===== config.mk =====
export PLATFORM = sky130hd
export DESIGN_NAME = mqae_queue
export DESIGN_NICKNAME = d
export VERILOG_FILES = /design/src/rtl/core/mqae_pkg.sv /design/src/rtl/core/mqae_queue.sv
export SDC_FILE = /design/constraint.sdc
export NUM_CORES = 1
export LEC_CHECK = 0
export BUFFER_PORTS_ARGS = -buffer_cell sky130_fd_sc_hd__clkbuf_2
export CORE_ASPECT_RATIO = 2
export CORE_MARGIN = 3
export CORE_UTILIZATION = 45
export CTS_CLUSTER_DIAMETER = 100
export DETAILED_ROUTE_END_ITERATION = 16
export GPL_TIMING_DRIVEN = 0
export PLACE_DENSITY = 0.76
export SKIP_CTS_REPAIR_TIMING = 1
export SYNTH_ARGS = -nofsm -noshare
export SYNTH_HDL_FRONTEND = slang
export SYNTH_SLANG_ARGS = --single-unit

===== constraint.sdc =====
create_clock -name clk -period 1.9 [get_ports clk]
set_input_delay 0.57 -clock clk [delete_from_list [all_inputs] [get_ports clk]]
set_output_delay 0.57 -clock clk [all_outputs]
set_load 0.05 [all_outputs]

===== src/rtl/core/mqae_pkg.sv =====
// ----------------------------------------------------------------------------
// mqae_pkg
// Shared constants, probability tables and types of the MQ arithmetic encoder.
// ----------------------------------------------------------------------------
`default_nettype none

package mqae_pkg;

  localparam int CONTEXT_BITS = 16;
  localparam int MAX_PENDING  = 16;
  localparam int MAX_RESULTS  = 40;
  localparam int CNT_W        = $clog2(MAX_RESULTS + 1);
  localparam int QDEPTH       = 4;
  localparam int QPTR_W       = $clog2(QDEPTH);
  localparam int NUM_STATES   = 47;

  // command opcodes on the input channel
  localparam logic [1:0] OP_ENCODE  = 2'd0;
  localparam logic [1:0] OP_FLUSH   = 2'd1;
  localparam logic [1:0] OP_RESTART = 2'd2;

  localparam logic [7:0] BYTE_FF   = 8'hff;
  localparam logic [7:0] BYTE_7F   = 8'h7f;
  localparam logic [7:0] BYTE_TERM = 8'hac;

  // qe probability per state
  localparam logic [15:0] QE_TAB [NUM_STATES] = '{
    16'h5601, 16'h3401, 16'h1801, 16'h0AC1, 16'h0521, 16'h0221, 16'h5601, 16'h5401,
    16'h4801, 16'h3801, 16'h3001, 16'h2401, 16'h1C01, 16'h1601, 16'h5601, 16'h5401,
    16'h5101, 16'h4801, 16'h3801, 16'h3401, 16'h3001, 16'h2801, 16'h2401, 16'h2201,
    16'h1C01, 16'h1801, 16'h1601, 16'h1401, 16'h1201, 16'h1101, 16'h0AC1, 16'h09C1,
    16'h08A1, 16'h0521, 16'h0441, 16'h02A1, 16'h0221, 16'h0141, 16'h0111, 16'h0085,
    16'h0049, 16'h0025, 16'h0015, 16'h0009, 16'h0005, 16'h0001, 16'h5601
  };

  localparam logic [5:0] NMPS_TAB [NUM_STATES] = '{
    6'd1,  6'd2,  6'd3,  6'd4,  6'd5,  6'd38, 6'd7,  6'd8,  6'd9,  6'd10, 6'd11, 6'd12,
    6'd13, 6'd29, 6'd15, 6'd16, 6'd17, 6'd18, 6'd19, 6'd20, 6'd21, 6'd22, 6'd23, 6'd24,
    6'd25, 6'd26, 6'd27, 6'd28, 6'd29, 6'd30, 6'd31, 6'd32, 6'd33, 6'd34, 6'd35, 6'd36,
    6'd37, 6'd38, 6'd39, 6'd40, 6'd41, 6'd42, 6'd43, 6'd44, 6'd45, 6'd45, 6'd46
  };

  localparam logic [5:0] NLPS_TAB [NUM_STATES] = '{
    6'd1,  6'd6,  6'd9,  6'd12, 6'd29, 6'd33, 6'd6,  6'd14, 6'd14, 6'd14, 6'd17, 6'd18,
    6'd20, 6'd21, 6'd14, 6'd14, 6'd15, 6'd16, 6'd17, 6'd18, 6'd19, 6'd19, 6'd20, 6'd21,
    6'd22, 6'd23, 6'd24, 6'd25, 6'd26, 6'd27, 6'd28, 6'd29, 6'd30, 6'd31, 6'd32, 6'd33,
    6'd34, 6'd35, 6'd36, 6'd37, 6'd38, 6'd39, 6'd40, 6'd41, 6'd42, 6'd43, 6'd46
  };

  localparam logic SWITCH_TAB [NUM_STATES] = '{
    1'b1, 1'b0, 1'b0, 1'b0, 1'b0, 1'b0, 1'b1, 1'b0, 1'b0, 1'b0, 1'b0, 1'b0,
    1'b0, 1'b0, 1'b1, 1'b0, 1'b0, 1'b0, 1'b0, 1'b0, 1'b0, 1'b0, 1'b0, 1'b0,
    1'b0, 1'b0, 1'b0, 1'b0, 1'b0, 1'b0, 1'b0, 1'b0, 1'b0, 1'b0, 1'b0, 1'b0,
    1'b0, 1'b0, 1'b0, 1'b0, 1'b0, 1'b0, 1'b0, 1'b0, 1'b0, 1'b0, 1'b0
  };

  // work handed from front to back
  typedef enum logic [1:0] {
    CMD_ENC,
    CMD_FLUSH,
    CMD_RESTART
  } cmd_t;

  typedef struct packed {
    cmd_t        cmd;
    logic [15:0] val;     // qe to add to c, or interval for flush
    logic [3:0]  nshift;  // renormalization shifts
  } qent_t;

  typedef enum logic [1:0] {
    F_CLEAR,
    F_IDLE,
    F_CALC
  } fstate_t;

  typedef enum logic [3:0] {
    B_IDLE,
    B_SHIFT,
    B_BYTEOUT,
    B_SEND,
    B_RUN,
    B_TAIL,
    B_DONE,
    B_RD,
    B_OUT
  } bstate_t;

endpackage

`default_nettype wire


===== src/rtl/core/mqae_queue.sv =====
// ----------------------------------------------------------------------------
// mqae_queue
// Short command queue between the context front end and the coder back end.
// ----------------------------------------------------------------------------
`default_nettype none

module mqae_queue (
  input  wire logic            clk,
  input  wire logic            rst_n,
  input  wire logic            push,
  input  wire mqae_pkg::qent_t push_data,
  input  wire logic            pop,
  output mqae_pkg::qent_t      head,
  output logic                 empty,
  output logic                 full
);

  mqae_pkg::qent_t                  ent_r [mqae_pkg::QDEPTH];
  logic [mqae_pkg::QPTR_W-1:0]      wp_r, rp_r;
  logic [mqae_pkg::QPTR_W:0]        cnt_r;

  assign head  = ent_r[rp_r];
  assign empty = (cnt_r == '0);
  assign full  = (cnt_r == (mqae_pkg::QPTR_W+1)'(mqae_pkg::QDEPTH));

  // storage
  always_ff @(posedge clk) begin
    if (push) begin
      ent_r[wp_r] <= push_data;
    end
  end

  // pointers and fill level
  always_ff @(posedge clk) begin
    if (!rst_n) begin
      wp_r  <= '0;
      rp_r  <= '0;
      cnt_r <= '0;
    end else begin
      if (push) wp_r <= wp_r + 1'b1;
      if (pop)  rp_r <= rp_r + 1'b1;
      cnt_r <= cnt_r + (mqae_pkg::QPTR_W+1)'(push) - (mqae_pkg::QPTR_W+1)'(pop);
    end
  end

  a_no_push_full: assert property (@(posedge clk) disable iff (!rst_n)
    push |-> !full || pop) else $error("queue push while full");
  a_no_pop_empty: assert property (@(posedge clk) disable iff (!rst_n)
    pop |-> !empty) else $error("queue pop while empty");
  a_cnt_range: assert property (@(posedge clk) disable iff (!rst_n)
    cnt_r <= (mqae_pkg::QPTR_W+1)'(mqae_pkg::QDEPTH)) else $error("queue level range");

endmodule

`default_nettype wire


Word-level counts from Yosys, hierarchy flattened
Memories as Yosys holds them, arrays and structs flattened. A register that Yosys moved wholly into a read port is not among the register bits.
Cells that the tools add are included.
- reduce and logical (&&, ||, !) cells: 1
- multiplexer cells: 4
- $add $sub $neg: 4
- equal/unequal tests: 1
- operators with widths (kind ; count):
    $add A2 B1 Y2 const B ; 2
    $mux W2 ; 2
    $add A3 B1 Y3 ; 1
    $eq A3 B3 Y1 const B ; 1
    $logic_not A3 Y1 ; 1
    $sub A3 B1 Y3 ; 1
    $mux W1 ; 2
- register bits: 7
- bits of input ports: 26
- output and inout port bits: 24
- memories kept: 1
- word-level logic and storage cells: 14
- memory bits (writable): 88
- memories (memory ; depth ; width ; read ports ; clocked after Yosys merged registers in ; wr ports ; line ; source):
    ent_r ; 4 ; 22 ; 1 ; 1 ; 1 ; mqae_queue.sv:18 ; mqae_pkg::qent_t ent_r [mqae_pkg::QDEPTH];

Logic depth before layout (Yosys ltp)
- word-level depth: 3
- depth in mapped cells: 7

Worst setup path after synthesis
OpenSTA, ideal clock, no wires.
- kind: register to output
- from: register cnt_r[1] (netlist bit)
- to: output empty
- setup slack: -0.070 ns
- arrival: 1.400 ns
- stages on the path, launching flop included: 2
- path through: dfxtp_1 > nor3_1
- word-level cells in the longest chain between the ends: 1
- RTL lines (item ; line ; source):
    start: declaration ; mqae_queue.sv:20 ; logic [mqae_pkg::QPTR_W:0] cnt_r;
    start signal: assignment ; mqae_queue.sv:42 ; cnt_r <= cnt_r + (mqae_pkg::QPTR_W+1)'(push) - (mqae_pkg::QPTR_W+1)'(pop);
    $logic_not A3 Y1 ; mqae_queue.sv:23 ; assign empty = (cnt_r == '0);
    end: declaration ; mqae_queue.sv:14 ; output logic empty,
No other way between the ends.

==> reports/summary.txt <==
Mapped Cells - 157
CTS tree - done
Setup Skew - 0.00742 ns
Die X - 69.4 um
Largest net degree at the start of global routing - 23
CP Max Fanout - 10
Drt total wl - 5.82 mm
Syn_area_per_cell - 23.1 um^2
Post-route ant nets - 0
H-tree depth - 3
Clock Sinks - 97
Endpoints failing setup - 22
Number of diodes - 0
Ratio of final minimum period to clock period - 114%
Max-slew violation count - 0
GR Util met1 - 14.5%
Ratio of cells with drive above 1 in the final layout - 42.8%
Area after DPL - 0.00399 mm^2
1st-iter DRT viols - 98
Max_cap viols - 0
Netlist cell types - 19
WL/cell - 18.4 um
Clock slew at the register clock pins of the worst setup and hold paths - 0.06 ns
Skew-Pair Late Insertion Delay - 0.34 ns
Lkg Pwr - 1.56 nW
IO Pins - 50
Core ar. - 0.00771 mm^2
Filler cells - 545
Unrepaired setup endpoints after global routing - true
Hold Crit Depth - 1
Area grow syn2layout - 22.8%
Root buf cell - clkbuf_16
Fmax - 460 MHz
Via/cell ratio - 5.22
Die area - 0.00922 mm^2
Initial Utilization - 46.9%
#FFs+latches synth - 97
Critical path endpoint category - output pin
Max transition margin - 58.6%
Warnings, synthesis - 0
Area share of the largest cell type after synthesis - 73.0%
Min Tclk post-route - 2.17 ns
Area contributors post-synth - edfxtp_1 73%, mux4_2 12%, dfxtp_1 5.0%
DR vias - 1,648
Initial antenna violation count - 0
GRT met3 Usage - 4.49%
GRT busiest layer - met2
Worst VDD drop - 0.854 mV
Yosys top cell by area - edfxtp_1
Post-Syn Nets - 190
Post-route cell area - 0.00445 mm^2
Hold Fails Final Rpt - 0
RR Startpoint - cnt_r[0]
# rows - 45
IO buf count - 49
Grt ovf - 0
Required @ worst endpoint - 1.33 ns
Nets - 250
Drt drc - 0
GRT Total Usage - 14.0%
GP Congestion - 0.682
Final Core Density - 57.7%
Post-DP HPWL - 3.87 mm
Register-to-Register Path Depth - 7
Failing checks - setup timing
PwrDens - 1150 mW/mm^2
Status - complete, but fails checks
Worst flop-to-flop path endpoint - cnt_r[2]
R2R Setup Slk - 0.29 ns
CP Class - reg2out
Slew @ Worst Pin - 0.620 ns
Worst Hold Class - in2reg
First-pass GRT wire length - 9.58 mm
Sequential area share after synthesis - 78.0%
1st-pass router iterations - 6
Met2 Use GR - 24.6%
CTS buffer count - 9
Vias in the first global route - 1,877
Final TNS setup - -5.32 ns
Hold EP - ent_r[2][21]
Setup slack after layout - -0.273 ns
Die H - 133 um
Min-delay src - push_data[21]
Post-Synthesis Cell Area - 0.00362 mm^2
Bufs on Longest Clock Path - 2
Crit start category - flop
Worst Path Arrival - 1.60 ns
[how the worst max path moves through the flow]
stage,from,end,cells after the start
after floorplan,flop,head[0],2
after global placement,push,ent_r[0][12],2
after detailed placement,push,ent_r[1][12],2
after CTS,flop,head[17],3
after global routing,flop,head[17],3
final,flop,head[17],3
[state kept, by name, summed over array words and instances, names as in the netlist, named ones only]
| signal | count |
|---|---|
| wp_r | 2 |
| ent_r | 88 |
| cnt_r | 3 |
| rp_r | 2 |
[cell type report]
cell class	count	area, um^2	share of cell area [%]
multi-input cells	49	749	16.8
inverters	7	26.3	0.591
flip-flops and latches	97	2830	63.5
clock inverters	6	66.3	1.49
well taps	94	118	2.64
plain buffers	4	50.0	1.13
repair buffers	49	383	8.61
clock buffers	10	229	5.15
[critical path, stage by stage, from the launching register on]
cell	delay [ns]
dfxtp_4	0.39
buf_12	0.16
mux4_2	0.53
buf_6	0.18
[cell usage in the layout, fill, tap and decap left out, drive strengths merged]
cell	instances
clkbuf	37
a21oi	1
clkinvlp	3
dfxtp	9
buf	26
fa	1
xor3	1
clkinv	1
ha	6
a21bo	1
nor3	1
edfxtp	88
nor2	5
mux4	22
xnor2	2
nand3b	1
bufinv	1
and3	1
mux2i	1
inv	8
and2	6
[kinds of logic (layout without fill, tap and decap cells)]
| group | Yosys count | in the layout | synth area share (%) |
|---|---|---|---|
| adders and majority gates | 7 | 7 | 2.63 |
| buffers and inverters | 11 | 76 | 1.62 |
| AOI/OAI and AO/OA | 2 | 2 | 0.415 |
| muxes | 23 | 23 | 14.2 |
| and+or+nand+nor | 14 | 14 | 2.07 |
| DFF | 97 | 97 | 78.0 |
| xor gates and xnor gates | 3 | 3 | 1.14 |
[power breakdown]
| group | total (mW) | internal [mW] | switching [mW] |
|---|---|---|---|
| Combinational | 0.879 | 0.353 | 0.526 |
| Sequential | 2.50 | 2.45 | 0.0492 |
| Clock | 1.74 | 1.02 | 0.723 |
[per-stage QoR]
step                      cells  hold WS (ns)  worst slack, ns  total power [mW]
after global routing        316         0.443           -0.328              5.32
after global placement      300         0.518           -0.222              3.31
after CTS                   316         0.437           -0.498              5.07
after floorplan             157         0.499           0.0787              3.13
final                       316         0.450           -0.273              5.12
after detailed placement    300         0.549           -0.206              3.33
[synthesized netlist by cell type]
master    number
edfxtp_1      88
mux4_2        20
dfxtp_1        9
inv_1          7
and2_1         6
ha_1           6
nor2_1         5
buf_2          2
buf_6          2
mux4_1         2
xnor2_1        2
a21bo_2        1
a21oi_1        1
and3_1         1
fa_1           1
mux2i_1        1
nand3b_1       1
nor3_1         1
xor3_1         1
[metal layers]
| metal | vias up | wire, um |
|---|---|---|
| met5 | - | 0 |
| met4 | 0 | 146 |
| met3 | 9 | 323 |
| met2 | 50 | 3190 |
| met1 | 833 | 2150 |
| li1 | 756 | - |
Power figures use the tool's default switching activity.
