$ cat src/rtl/core/mqae_pkg.sv
// ----------------------------------------------------------------------------
// mqae_pkg
// Shared constants, probability tables and types of the MQ arithmetic encoder.
// ----------------------------------------------------------------------------
`default_nettype none

package mqae_pkg;

  localparam int CONTEXT_BITS = 16;
  localparam int MAX_PENDING  = 16;
  localparam int MAX_RESULTS  = 40;
  localparam int CNT_W        = $clog2(MAX_RESULTS + 1);
  localparam int QDEPTH       = 4;
  localparam int QPTR_W       = $clog2(QDEPTH);
  localparam int NUM_STATES   = 47;

  // command opcodes on the input channel
  localparam logic [1:0] OP_ENCODE  = 2'd0;
  localparam logic [1:0] OP_FLUSH   = 2'd1;
  localparam logic [1:0] OP_RESTART = 2'd2;

  localparam logic [7:0] BYTE_FF   = 8'hff;
  localparam logic [7:0] BYTE_7F   = 8'h7f;
  localparam logic [7:0] BYTE_TERM = 8'hac;

  // qe probability per state
  localparam logic [15:0] QE_TAB [NUM_STATES] = '{
    16'h5601, 16'h3401, 16'h1801, 16'h0AC1, 16'h0521, 16'h0221, 16'h5601, 16'h5401,
    16'h4801, 16'h3801, 16'h3001, 16'h2401, 16'h1C01, 16'h1601, 16'h5601, 16'h5401,
    16'h5101, 16'h4801, 16'h3801, 16'h3401, 16'h3001, 16'h2801, 16'h2401, 16'h2201,
    16'h1C01, 16'h1801, 16'h1601, 16'h1401, 16'h1201, 16'h1101, 16'h0AC1, 16'h09C1,
    16'h08A1, 16'h0521, 16'h0441, 16'h02A1, 16'h0221, 16'h0141, 16'h0111, 16'h0085,
    16'h0049, 16'h0025, 16'h0015, 16'h0009, 16'h0005, 16'h0001, 16'h5601
  };

  localparam logic [5:0] NMPS_TAB [NUM_STATES] = '{
    6'd1,  6'd2,  6'd3,  6'd4,  6'd5,  6'd38, 6'd7,  6'd8,  6'd9,  6'd10, 6'd11, 6'd12,
    6'd13, 6'd29, 6'd15, 6'd16, 6'd17, 6'd18, 6'd19, 6'd20, 6'd21, 6'd22, 6'd23, 6'd24,
    6'd25, 6'd26, 6'd27, 6'd28, 6'd29, 6'd30, 6'd31, 6'd32, 6'd33, 6'd34, 6'd35, 6'd36,
    6'd37, 6'd38, 6'd39, 6'd40, 6'd41, 6'd42, 6'd43, 6'd44, 6'd45, 6'd45, 6'd46
  };

  localparam logic [5:0] NLPS_TAB [NUM_STATES] = '{
    6'd1,  6'd6,  6'd9,  6'd12, 6'd29, 6'd33, 6'd6,  6'd14, 6'd14, 6'd14, 6'd17, 6'd18,
    6'd20, 6'd21, 6'd14, 6'd14, 6'd15, 6'd16, 6'd17, 6'd18, 6'd19, 6'd19, 6'd20, 6'd21,
    6'd22, 6'd23, 6'd24, 6'd25, 6'd26, 6'd27, 6'd28, 6'd29, 6'd30, 6'd31, 6'd32, 6'd33,
    6'd34, 6'd35, 6'd36, 6'd37, 6'd38, 6'd39, 6'd40, 6'd41, 6'd42, 6'd43, 6'd46
  };

  localparam logic SWITCH_TAB [NUM_STATES] = '{
    1'b1, 1'b0, 1'b0, 1'b0, 1'b0, 1'b0, 1'b1, 1'b0, 1'b0, 1'b0, 1'b0, 1'b0,
    1'b0, 1'b0, 1'b1, 1'b0, 1'b0, 1'b0, 1'b0, 1'b0, 1'b0, 1'b0, 1'b0, 1'b0,
    1'b0, 1'b0, 1'b0, 1'b0, 1'b0, 1'b0, 1'b0, 1'b0, 1'b0, 1'b0, 1'b0, 1'b0,
    1'b0, 1'b0, 1'b0, 1'b0, 1'b0, 1'b0, 1'b0, 1'b0, 1'b0, 1'b0, 1'b0
  };

  // work handed from front to back
  typedef enum logic [1:0] {
    CMD_ENC,
    CMD_FLUSH,
    CMD_RESTART
  } cmd_t;

  typedef struct packed {
    cmd_t        cmd;
    logic [15:0] val;     // qe to add to c, or interval for flush
    logic [3:0]  nshift;  // renormalization shifts
  } qent_t;

  typedef enum logic [1:0] {
    F_CLEAR,
    F_IDLE,
    F_CALC
  } fstate_t;

  typedef enum logic [3:0] {
    B_IDLE,
    B_SHIFT,
    B_BYTEOUT,
    B_SEND,
    B_RUN,
    B_TAIL,
    B_DONE,
    B_RD,
    B_OUT
  } bstate_t;

endpackage

`default_nettype wire

$ cat src/rtl/core/mqae_intf.sv
// ----------------------------------------------------------------------------
// mqae channel interfaces
// Valid/ready channels for command beats and code byte beats.
// ----------------------------------------------------------------------------
`default_nettype none


interface mqae_out_if;
  logic       valid;
  logic       ready;
  logic [7:0] code_byte;
  logic       last;
  logic       overflow;
  modport source (output valid, code_byte, last, overflow, input ready);
  modport sink   (input valid, code_byte, last, overflow, output ready);
endinterface

`default_nettype wire

$ cat src/rtl/core/mqae_back.sv
// ----------------------------------------------------------------------------
// mqae_back
// Code register, renormalization, byte out with carry, held runs and beats.
// ----------------------------------------------------------------------------
`default_nettype none

module mqae_back (
  input  wire logic            clk,
  input  wire logic            rst_n,
  input  wire mqae_pkg::qent_t head,
  input  wire logic            q_empty,
  output logic                 q_pop,
  mqae_out_if.source           out_ch
);

  localparam int CW = mqae_pkg::CNT_W;

  mqae_pkg::bstate_t st_r, st_nxt, ret_st;
  logic [27:0] c_r, c_nxt;
  logic [3:0]  ct_r, ct_nxt;
  logic [7:0]  bb_r, bb_nxt;
  logic        first_r, first_nxt;
  logic        final_r, final_nxt;
  logic [4:0]  pff_r, pff_nxt;
  logic [4:0]  p7f_r, p7f_nxt;
  logic        ovf_r, ovf_nxt;
  logic [3:0]  n_r, n_nxt;
  logic        fl_r, fl_nxt;
  logic [1:0]  fp_r, fp_nxt;
  logic [7:0]  sb_r, sb_nxt;
  logic        ph_r, ph_nxt;
  logic [CW-1:0] cnt_r, cnt_nxt;
  logic [CW-1:0] rd_idx_r, rd_idx_nxt;
  logic [7:0]  rdata_r;
  logic [7:0]  res_mem [mqae_pkg::MAX_RESULTS];

  logic        emit_en;
  logic [7:0]  emit_byte;
  logic        hold;
  logic        run_more;
  logic        is_last;

  assign hold = ((sb_r == mqae_pkg::BYTE_7F) && ({1'b0, p7f_r} + 6'd1 == {1'b0, pff_r})) ||
                ((sb_r == mqae_pkg::BYTE_FF) && (pff_r == p7f_r));
  assign run_more = (ph_r && p7f_r != '0) || (pff_r != '0);
  assign is_last  = (rd_idx_r == cnt_r - 1'b1);

  assign out_ch.valid     = (st_r == mqae_pkg::B_OUT);
  assign out_ch.code_byte = rdata_r;
  assign out_ch.last      = is_last;
  assign out_ch.overflow  = ovf_r;

  // where a byte send returns to
  always_comb begin
    if (fl_r) begin
      case (fp_r)
        2'd3:    ret_st = mqae_pkg::B_TAIL;
        2'd2:    ret_st = mqae_pkg::B_SEND;
        default: ret_st = mqae_pkg::B_BYTEOUT;
      endcase
    end else begin
      ret_st = (n_r != '0) ? mqae_pkg::B_SHIFT : mqae_pkg::B_DONE;
    end
  end

  // next state
  always_comb begin
    st_nxt = st_r;
    case (st_r)
      mqae_pkg::B_IDLE: begin
        if (!q_empty) begin
          case (head.cmd)
            mqae_pkg::CMD_ENC:
              st_nxt = (head.nshift == '0) ? mqae_pkg::B_DONE : mqae_pkg::B_SHIFT;
            mqae_pkg::CMD_FLUSH: st_nxt = mqae_pkg::B_BYTEOUT;
            default:             st_nxt = mqae_pkg::B_IDLE;
          endcase
        end
      end
      mqae_pkg::B_SHIFT: begin
        if (ct_r == 4'd1)      st_nxt = mqae_pkg::B_BYTEOUT;
        else if (n_r == 4'd1)  st_nxt = mqae_pkg::B_DONE;
      end
      mqae_pkg::B_BYTEOUT: st_nxt = mqae_pkg::B_SEND;
      mqae_pkg::B_SEND: begin
        if (!first_r && !hold && pff_r != '0) st_nxt = mqae_pkg::B_RUN;
        else                                  st_nxt = ret_st;
      end
      mqae_pkg::B_RUN:  if (!run_more) st_nxt = ret_st;
      mqae_pkg::B_TAIL: st_nxt = mqae_pkg::B_DONE;
      mqae_pkg::B_DONE: st_nxt = (cnt_r == '0) ? mqae_pkg::B_IDLE : mqae_pkg::B_RD;
      mqae_pkg::B_RD:   st_nxt = mqae_pkg::B_OUT;
      mqae_pkg::B_OUT: begin
        if (out_ch.ready) st_nxt = is_last ? mqae_pkg::B_IDLE : mqae_pkg::B_RD;
      end
      default: st_nxt = mqae_pkg::B_IDLE;
    endcase
  end

  // datapath
  always_comb begin
    logic        do_ret;
    logic        stuff;
    logic [7:0]  bbv;
    logic [27:0] cv;
    logic [28:0] limit;
    c_nxt      = c_r;
    ct_nxt     = ct_r;
    bb_nxt     = bb_r;
    first_nxt  = first_r;
    final_nxt  = final_r;
    pff_nxt    = pff_r;
    p7f_nxt    = p7f_r;
    ovf_nxt    = ovf_r;
    n_nxt      = n_r;
    fl_nxt     = fl_r;
    fp_nxt     = fp_r;
    sb_nxt     = sb_r;
    ph_nxt     = ph_r;
    cnt_nxt    = cnt_r;
    rd_idx_nxt = rd_idx_r;
    q_pop      = 1'b0;
    emit_en    = 1'b0;
    emit_byte  = '0;
    do_ret     = 1'b0;
    stuff      = 1'b0;
    bbv        = bb_r;
    cv         = c_r;
    limit      = {1'b0, c_r} + 29'(head.val);
    case (st_r)
      mqae_pkg::B_IDLE: begin
        if (!q_empty) begin
          q_pop   = 1'b1;
          cnt_nxt = '0;
          case (head.cmd)
            mqae_pkg::CMD_ENC: begin
              c_nxt  = c_r + 28'(head.val);
              n_nxt  = head.nshift;
              fl_nxt = 1'b0;
            end
            mqae_pkg::CMD_FLUSH: begin
              // setbits then first shift
              cv = c_r | 28'h000ffff;
              if ({1'b0, cv} >= limit) cv = cv - 28'h0008000;
              c_nxt  = cv << ct_r;
              fl_nxt = 1'b1;
              fp_nxt = 2'd0;
            end
            mqae_pkg::CMD_RESTART: begin
              c_nxt     = '0;
              ct_nxt    = 4'd12;
              bb_nxt    = '0;
              first_nxt = 1'b1;
              final_nxt = 1'b0;
              pff_nxt   = '0;
              p7f_nxt   = '0;
              ovf_nxt   = 1'b0;
            end
            default: ;
          endcase
        end
      end
      mqae_pkg::B_SHIFT: begin
        c_nxt  = c_r << 1;
        ct_nxt = ct_r - 1'b1;
        n_nxt  = n_r - 1'b1;
      end
      mqae_pkg::B_BYTEOUT: begin
        // carry into buffer and stuffing decision
        if (bb_r == mqae_pkg::BYTE_FF) begin
          stuff = 1'b1;
        end else if (c_r[27]) begin
          bbv = bb_r + 1'b1;
          if (bbv == mqae_pkg::BYTE_FF) begin
            cv[27] = 1'b0;
            stuff  = 1'b1;
          end
        end
        sb_nxt = bbv;
        ph_nxt = 1'b0;
        if (stuff) begin
          bb_nxt = cv[27:20];
          c_nxt  = {8'd0, cv[19:0]};
          ct_nxt = 4'd7;
        end else begin
          bb_nxt = cv[26:19];
          c_nxt  = {9'd0, cv[18:0]};
          ct_nxt = 4'd8;
        end
      end
      mqae_pkg::B_SEND: begin
        if (first_r) begin
          first_nxt = 1'b0;
          do_ret    = 1'b1;
        end else if (hold) begin
          if (sb_r == mqae_pkg::BYTE_7F) begin
            if (p7f_r >= 5'(mqae_pkg::MAX_PENDING)) ovf_nxt = 1'b1;
            else                                    p7f_nxt = p7f_r + 1'b1;
          end else begin
            if (pff_r >= 5'(mqae_pkg::MAX_PENDING)) ovf_nxt = 1'b1;
            else                                    pff_nxt = pff_r + 1'b1;
          end
          if (final_r) begin
            emit_en   = 1'b1;
            emit_byte = mqae_pkg::BYTE_FF;
          end
          do_ret = 1'b1;
        end else if (pff_r == '0) begin
          emit_en   = 1'b1;
          emit_byte = sb_r;
          do_ret    = 1'b1;
        end
      end
      mqae_pkg::B_RUN: begin
        // held run as ff,7f pairs then the byte
        emit_en = 1'b1;
        if (ph_r && p7f_r != '0) begin
          emit_byte = mqae_pkg::BYTE_7F;
          p7f_nxt   = p7f_r - 1'b1;
          ph_nxt    = 1'b0;
        end else if (pff_r != '0) begin
          emit_byte = mqae_pkg::BYTE_FF;
          pff_nxt   = pff_r - 1'b1;
          ph_nxt    = 1'b1;
        end else begin
          emit_byte = sb_r;
          ph_nxt    = 1'b0;
          do_ret    = 1'b1;
        end
      end
      mqae_pkg::B_TAIL: begin
        emit_en   = 1'b1;
        emit_byte = mqae_pkg::BYTE_TERM;
      end
      mqae_pkg::B_DONE: begin
        rd_idx_nxt = '0;
      end
      mqae_pkg::B_OUT: begin
        if (out_ch.ready) rd_idx_nxt = rd_idx_r + 1'b1;
      end
      default: ;
    endcase

    // flush sequencing after each send
    if (do_ret && fl_r) begin
      case (fp_r)
        2'd0, 2'd1: begin
          c_nxt  = (c_r | 28'h0007fff) << ct_r;
          fp_nxt = fp_r + 1'b1;
        end
        2'd2: begin
          final_nxt = 1'b1;
          sb_nxt    = bb_r;
          fp_nxt    = 2'd3;
        end
        default: ;
      endcase
    end

    // result buffer fill
    if (emit_en) begin
      if (cnt_r < CW'(mqae_pkg::MAX_RESULTS)) cnt_nxt = cnt_r + 1'b1;
      else                                    ovf_nxt = 1'b1;
    end
  end

  // result buffer
  always_ff @(posedge clk) begin
    if (emit_en && cnt_r < CW'(mqae_pkg::MAX_RESULTS)) res_mem[cnt_r] <= emit_byte;
    if (st_r == mqae_pkg::B_RD) rdata_r <= res_mem[rd_idx_r];
  end

  // payload registers
  always_ff @(posedge clk) begin
    n_r      <= n_nxt;
    sb_r     <= sb_nxt;
    rd_idx_r <= rd_idx_nxt;
  end

  // control registers
  always_ff @(posedge clk) begin
    if (!rst_n) begin
      st_r    <= mqae_pkg::B_IDLE;
      c_r     <= '0;
      ct_r    <= 4'd12;
      bb_r    <= '0;
      first_r <= 1'b1;
      final_r <= 1'b0;
      pff_r   <= '0;
      p7f_r   <= '0;
      ovf_r   <= 1'b0;
      fl_r    <= 1'b0;
      fp_r    <= '0;
      ph_r    <= 1'b0;
      cnt_r   <= '0;
    end else begin
      st_r    <= st_nxt;
      c_r     <= c_nxt;
      ct_r    <= ct_nxt;
      bb_r    <= bb_nxt;
      first_r <= first_nxt;
      final_r <= final_nxt;
      pff_r   <= pff_nxt;
      p7f_r   <= p7f_nxt;
      ovf_r   <= ovf_nxt;
      fl_r    <= fl_nxt;
      fp_r    <= fp_nxt;
      ph_r    <= ph_nxt;
      cnt_r   <= cnt_nxt;
    end
  end

  a_cnt_max: assert property (@(posedge clk) disable iff (!rst_n)
    cnt_r <= CW'(mqae_pkg::MAX_RESULTS)) else $error("result count overrun");
  a_pend_max: assert property (@(posedge clk) disable iff (!rst_n)
    pff_r <= 5'(mqae_pkg::MAX_PENDING) && p7f_r <= 5'(mqae_pkg::MAX_PENDING))
    else $error("held run above limit");
  a_ct_idle: assert property (@(posedge clk) disable iff (!rst_n)
    st_r == mqae_pkg::B_IDLE |-> ct_r != '0) else $error("shift count zero at idle");
  a_out_nonempty: assert property (@(posedge clk) disable iff (!rst_n)
    out_ch.valid |-> cnt_r != '0 && rd_idx_r < cnt_r) else $error("beat past results");

endmodule

`default_nettype wire

$ cat src/flat_wrapper.sv
// flat-port wrapper written by rule: the top's interface ports become plain ports
module mqae_back_flat 
  (clk, rst_n, head, q_empty, q_pop, out_ch_valid, out_ch_code_byte, out_ch_last, out_ch_overflow, out_ch_ready);
  mqae_out_if out_ch_i ();
  input  wire logic clk;
  input  wire logic rst_n;
  input  wire mqae_pkg::qent_t head;
  input  wire logic q_empty;
  output logic q_pop;
  output wire logic [$bits(out_ch_i.valid)-1:0] out_ch_valid;
  output wire logic [$bits(out_ch_i.code_byte)-1:0] out_ch_code_byte;
  output wire logic [$bits(out_ch_i.last)-1:0] out_ch_last;
  output wire logic [$bits(out_ch_i.overflow)-1:0] out_ch_overflow;
  input wire logic [$bits(out_ch_i.ready)-1:0] out_ch_ready;
  assign out_ch_valid = out_ch_i.valid;
  assign out_ch_code_byte = out_ch_i.code_byte;
  assign out_ch_last = out_ch_i.last;
  assign out_ch_overflow = out_ch_i.overflow;
  assign out_ch_i.ready = out_ch_ready;
  mqae_back u_core (.clk(clk), .rst_n(rst_n), .head(head), .q_empty(q_empty), .q_pop(q_pop), .out_ch(out_ch_i));
endmodule
$ cat config.mk
export PLATFORM = sky130hd
export DESIGN_NAME = mqae_back_flat
export DESIGN_NICKNAME = d
export VERILOG_FILES = /design/src/rtl/core/mqae_pkg.sv /design/src/rtl/core/mqae_intf.sv /design/src/rtl/core/mqae_back.sv /design/src/flat_wrapper.sv
export SDC_FILE = /design/constraint.sdc
export NUM_CORES = 1
export LEC_CHECK = 0
export ABC_AREA = 0
export ABC_CLOCK_PERIOD_IN_PS = 6200
export BUFFER_PORTS_ARGS = -buffer_cell sky130_fd_sc_hd__buf_2
export CORE_UTILIZATION = 45
export DETAILED_ROUTE_END_ITERATION = 8
export GPL_ROUTABILITY_DRIVEN = 0
export SYNTH_ARGS = -nofsm -noshare
export SYNTH_HDL_FRONTEND = slang
export SYNTH_SLANG_ARGS = --single-unit
$ cat constraint.sdc
create_clock -name clk -period 6.2 [get_ports clk]
set_clock_uncertainty 0.05 [all_clocks]
set_input_delay 1.55 -clock clk [delete_from_list [all_inputs] [get_ports clk]]
set_output_delay 1.55 -clock clk [all_outputs]
set_load 0.03 [all_outputs]
=== Word level (Yosys, flattened, before mapping) ===
Memories as Yosys holds them, arrays and structs flattened. A register that Yosys moved wholly into a read port is not among the register bits.
Cells that the tools add are included.

* Flip-flop bits (word level): 85
* Bits in latches: 0
* Bits in writable memories: 320
* Bits in read-only memories: 0
* Input bits: 26
* Logic and storage cells: 231
* Memories kept: 1

{| class="wikitable"
|+ Memories
! name !! depth !! width !! rd ports !! clocked after Yosys merged registers in !! wr ports !! line !! source
|-
| u_core.res_mem || 40 || 8 || 1 || 1 || 1 || mqae_back.sv:35 || <nowiki>logic [7:0] res_mem [mqae_pkg::MAX_RESULTS];</nowiki>
|}

* Add/sub/neg operators: 15
* $mul: 0
* Divide/modulo/power cells: 0
* $lt $le $gt $ge: 4
* Eq/ne operators: 37
* Shifts and indexed selects: 2
* Mux-type cells: 116
* Bitwise operators: 1
* Reductions and logical operators: 39

{| class="wikitable"
|+ Operator list
! operator !! number
|-
| $mux 28 || 7
|-
| $pmux 28 s3 || 2
|-
| $mux 8 || 14
|-
| $mux 5 || 13
|-
| $shl 28x4->28 || 2
|-
| $mux 4 || 12
|-
| $mux 1 || 37
|-
| $pmux 4 s9 || 1
|-
| $mux 6 || 5
|-
| $pmux 5 s3 || 2
|-
| $add 28x16->29 || 1
|-
| $ge 28x29->1 || 1
|-
| $add 28x16->28 || 1
|-
| $sub 28x16->28 const B || 1
|-
| $eq 8x8->1 const B || 3
|-
| $pmux 8 s3 || 1
|-
| $mux 20 || 1
|-
| $ne 2x2->1 const B || 9
|-
| $eq 4x3->1 const B || 4
|-
| $pmux 4 s2 || 2
|-
| $pmux 8 s2 || 1
|-
| $reduce_and 3->1 || 5
|-
| $add 6x1->6 const B || 2
|-
| $eq 4x1->1 const B || 3
|-
| other kinds (43) || 84
|}

=== Depth between registers and ports, before layout ===
* Depth after elaboration: 12
* Gate-level depth with buffers: 22

=== Worst setup path after synthesis ===
OpenSTA, ideal clock, no wires.

* Kind: input to register
* Start point: input port head[10] in the netlist's numbering
* End point: register u_core.c_r[24]
* Setup time: 0.091 ns
* Arrival time: 5.411 ns
* Slack: 0.648 ns
* Cell stages on the path: 22
* Buffers on the path: 2
* Cells stage by stage: ha_1 > buf_2 > a2111oi_0 > a21oi_1 > o211ai_1 > a21oi_1 > and3_1 > o21ai_0 > a21oi_1 > nand2_1 > nor2_1 > ha_1 > xnor2_1 > and3_1 > a21o_1 > a31o_2 > o311ai_0 > o211ai_1 > o21ai_2 > buf_4 > o2111ai_1 > a311oi_1

* Cells in the longest elaborated chain, start to end: 12
* Elaborated cells on any way between the ends: 13
* Classes of those cells: add/sub (2); order compare (1); shift (1); mux (9)

{| class="wikitable"
|+ RTL lines
! item !! line !! source
|-
| start, declared || flat_wrapper.sv:7 || <nowiki>input wire mqae_pkg::qent_t head;</nowiki>
|-
| $add 28x16->29 || mqae_back.sv:129 || <nowiki>limit = {1'b0, c_r} + 29'(head.val);</nowiki>
|-
| $ge 28x29->1 || mqae_back.sv:144 || <nowiki>if ({1'b0, cv} >= limit) cv = cv - 28'h0008000;</nowiki>
|-
| $mux 28 || mqae_back.sv:144 ||
|-
| $mux 28 || mqae_back.sv:135 || <nowiki>case (head.cmd)</nowiki>
|-
| $mux 28 || mqae_back.sv:132 || <nowiki>if (!q_empty) begin</nowiki>
|-
| $mux 28 || mqae_back.sv:130 || <nowiki>case (st_r)</nowiki>
|-
| $shl 28x4->28 || mqae_back.sv:145 || <nowiki>c_nxt = cv << ct_r;</nowiki>
|-
| $pmux 28 s3 * || mqae_back.sv:135 ||
|-
| $mux 28 * || mqae_back.sv:132 ||
|-
| $pmux 28 s3 * || mqae_back.sv:130 ||
|-
| $mux 28 || mqae_back.sv:246 || <nowiki>case (fp_r)</nowiki>
|-
| $mux 28 * || mqae_back.sv:245 || <nowiki>if (do_ret && fl_r) begin</nowiki>
|-
| end signal, assigned || mqae_back.sv:298 || <nowiki>c_r <= c_nxt;</nowiki>
|-
| end, declared || mqae_back.sv:19 || <nowiki>logic [27:0] c_r, c_nxt;</nowiki>
|}

Every way passes the cells marked *; elsewhere a longest branch is shown, timed or not. The select of a mux whose other input is x is not followed.
A chain may end at the register's enable or synchronous reset.

=== Worst setup path after layout ===
* Start point: input port head[9] in the netlist's numbering
* End point: register u_core.c_r[25]

Same word-level chain as after synthesis.

==> run summary <==
Status: finished, final reports clean
RSZ-0062 raised after global routing: no
Clock sinks: 413
Nets: 1759
Synth top area share: 49.1%
Yosys reg bits: 413
Rel. slew slack: 20.4%
Leakage: 7.67 nW
Setup TNS: 0 ps
Pins Over Slew Limit: 0
Core area: 45400 sq um
DRC: 0
Synthesized area per cell: 12.4 sq um
CP Max Fanout: 9
Xor/xnor share of the synthesized area: 1.95%
First-iteration detailed-routing DRC count: 1311
CTS Root Cell: clkbuf_16
Final worst slack: 592 ps
Crit path DAT: 6050 ps
Routed Wire Length: 52500 um
Core Rows: 78
Shortest period the worst path allows: 5610 ps
Clock Path Buffers: 3
Post-synthesis simple-gate area fraction: 10.7%
# diodes: 0
Largest net degree at the start of global routing: 62
Placement Cell Area: 21500 sq um
Layout Cells excl Fill: 2315
Async S/R FF share, synth: 0%
Hold Vio Cnt, Final: 0
Worst-skew pair later-pin latency: 580 ps
Area leader, netlist: edfxtp_1
Met1 usage: 31.0%
Post-Synthesis Cells: 1668
Router iterations before antenna repair: 6
Critical path startpoint category: input port
Hold WC Path Type: register to register
Global Route Usage Sum: 22.8%
Die W: 216 um
First-pass GRT wire length: 82700 um
Buffers inserted by post-CTS timing repair: 0
CTS Buf Count: 44
Commonest cells post-synth: edfxtp_1, nor2_1, nand2_1
Ys flop type: edfxtp_1
Post-detailed-placement half-perimeter wirelength: 34300 um
# port buffers: 37
Post-CTS sizing: 0
Wire per inst: 22.7 um
Layout area overhead: 11.2%
Max Cap Viol: 0
Final hold slack: 405 ps
Fraction of layout cells with a size suffix above 1: 15.7%
Global Route met3 Usage: 3.55%
Routed Antenna Nets: 0
Die Ht: 216 um
Synth Area in Compound Gates: 12.8%
Highest clock rate: 178 MHz
Final core utilization: 50.7%
Post-synth EDFFs: 338
Vias in the first global route: 14.2k
Die ar.: 46800 sq um
Seq/Total Area, Yosys: 56.3%
Dpl cells: 2235
Most common cell in the netlist: edfxtp_1
Post-synthesis net count: 1746
Yosys warns: 0
Adder-cell area share of the yosys netlist: 3.25%
Design area: 23000 sq um
Clock slew at reported path FFs: 60 ps
Initial antenna violation count: 1
Worst vdd ir: 0.000253 V
Overall power: 7.61 mW
CTS Hold Bufs: 0
Total gr overflow: 0
P per Cell Area: 331 nW/um^2
TritonCTS clock tree: built
H-tree levels: 2
Mux cell area share after synthesis: 12.1%
Final period util: 90.4%
DR vias/cell: 6.16
Library cells used by synthesis: 82
Mapped cell area: 20700 sq um
GRT busiest layer: met2
Met2 Resource Use GR: 37.1%
Vias: 14.3k
Nature of the critical path endpoint: register
Main combinational cell family by area after synthesis: compound AO/OA/AOI/OAI gates
# IOs: 38
Post-place setup slack: 107 ps
Worst slew pin tran: 1180 ps
Worst Path Required: 6640 ps
Setup violations, final: 0
Kind of critical path: input port to register
Area contributors post-synth: edfxtp_1, mux4_2, dfxtp_1
Initial Util: 45.6%
==> final cells by class <==
cell class | count | area [sq um]
Clock buffer | 57 | 1190
Fill cell | 3930 | 22400
Multi-Input combinational cell | 1101 | 8480
Tap cell | 600 | 751
Timing Repair Buffer | 78 | 493
Inverter | 43 | 161
Clock inverter | 23 | 282
Sequential cell | 413 | 11700
==> report_power, final <==
part	switching, mW	internal, mW	total [mW]
Sequential	0.154	3.12	3.27
Clock	1.10	1.58	2.68
Combinational	1.09	0.573	1.66
==> placed cells by master, fill, tap and decap left out, types with 36 or more instances in the layout <==
master,instances
mux4_2,97
nor2_1,160
inv_1,39
ha_1,49
a21oi_1,116
nand3_1,36
dfxtp_1,75
clkbuf_16,45
buf_4,41
nand2_1,117
o21ai_0,78
buf_2,37
edfxtp_1,338
==> worst max-delay path, stage by stage <==
cell and delay [ps]:
buf_2 100, ha_1 360, o21ai_0 110, a21oi_1 310, o211ai_1 180, a21oi_1 270, and3_1 180, o21ai_0 80
a21oi_1 220, nand2_1 150, nor2_1 170, ha_1 260, xnor2_1 160, and3_1 240, a21o_1 180, a31o_2 210
o311ai_0 320, o211ai_1 170, o21ai_2 240, buf_4 220, o21ai_0 120, a211oi_1 240
==> final timing paths <==
check                               startpoint  depth (start not counted)        endpoint  slack, ps
worst max-delay path                   head[9]                         22  u_core.c_r[25]        590
worst min-delay path            u_core.final_r                          2  u_core.final_r        400
worst min register to register  u_core.final_r                          2  u_core.final_r        400
worst max register to register   u_core.c_r[5]                         21  u_core.c_r[25]       1300
==> state kept, by name, indices dropped and copies added, names as in the netlist <==
name	flops
u_core.cnt_r	6
u_core.st_r	4
u_core.out_ch.overflow	1
u_core.pff_r	5
u_core.out_ch.code_byte	8
u_core.final_r	1
u_core.fp_r	2
u_core.res_mem	320
u_core.bb_r	8
u_core.ph_r	1
u_core.first_r	1
u_core.p7f_r	5
u_core.ct_r	4
u_core.rd_idx_r	6
u_core.n_r	4
u_core.c_r	28
u_core.sb_r	8
u_core.fl_r	1
==> logic make-up (layout without fill, tap and decap cells) <==
logic type,count (synthesis),count (layout)
buf+inv,154,201
fa+ha+maj,52,52
xor+xnor,46,46
simple gates,468,468
mux,128,128
flops,413,413
compound gates,407,407
==> per-layer routing <==
metal | wire [um] | part of all wire (%)
met5 | 0 | 0
met4 | 1650 | 3.1
met3 | 3280 | 6.3
met2 | 25100 | 48
met1 | 22500 | 43
No activity file was read; power rests on OpenSTA's default activity.
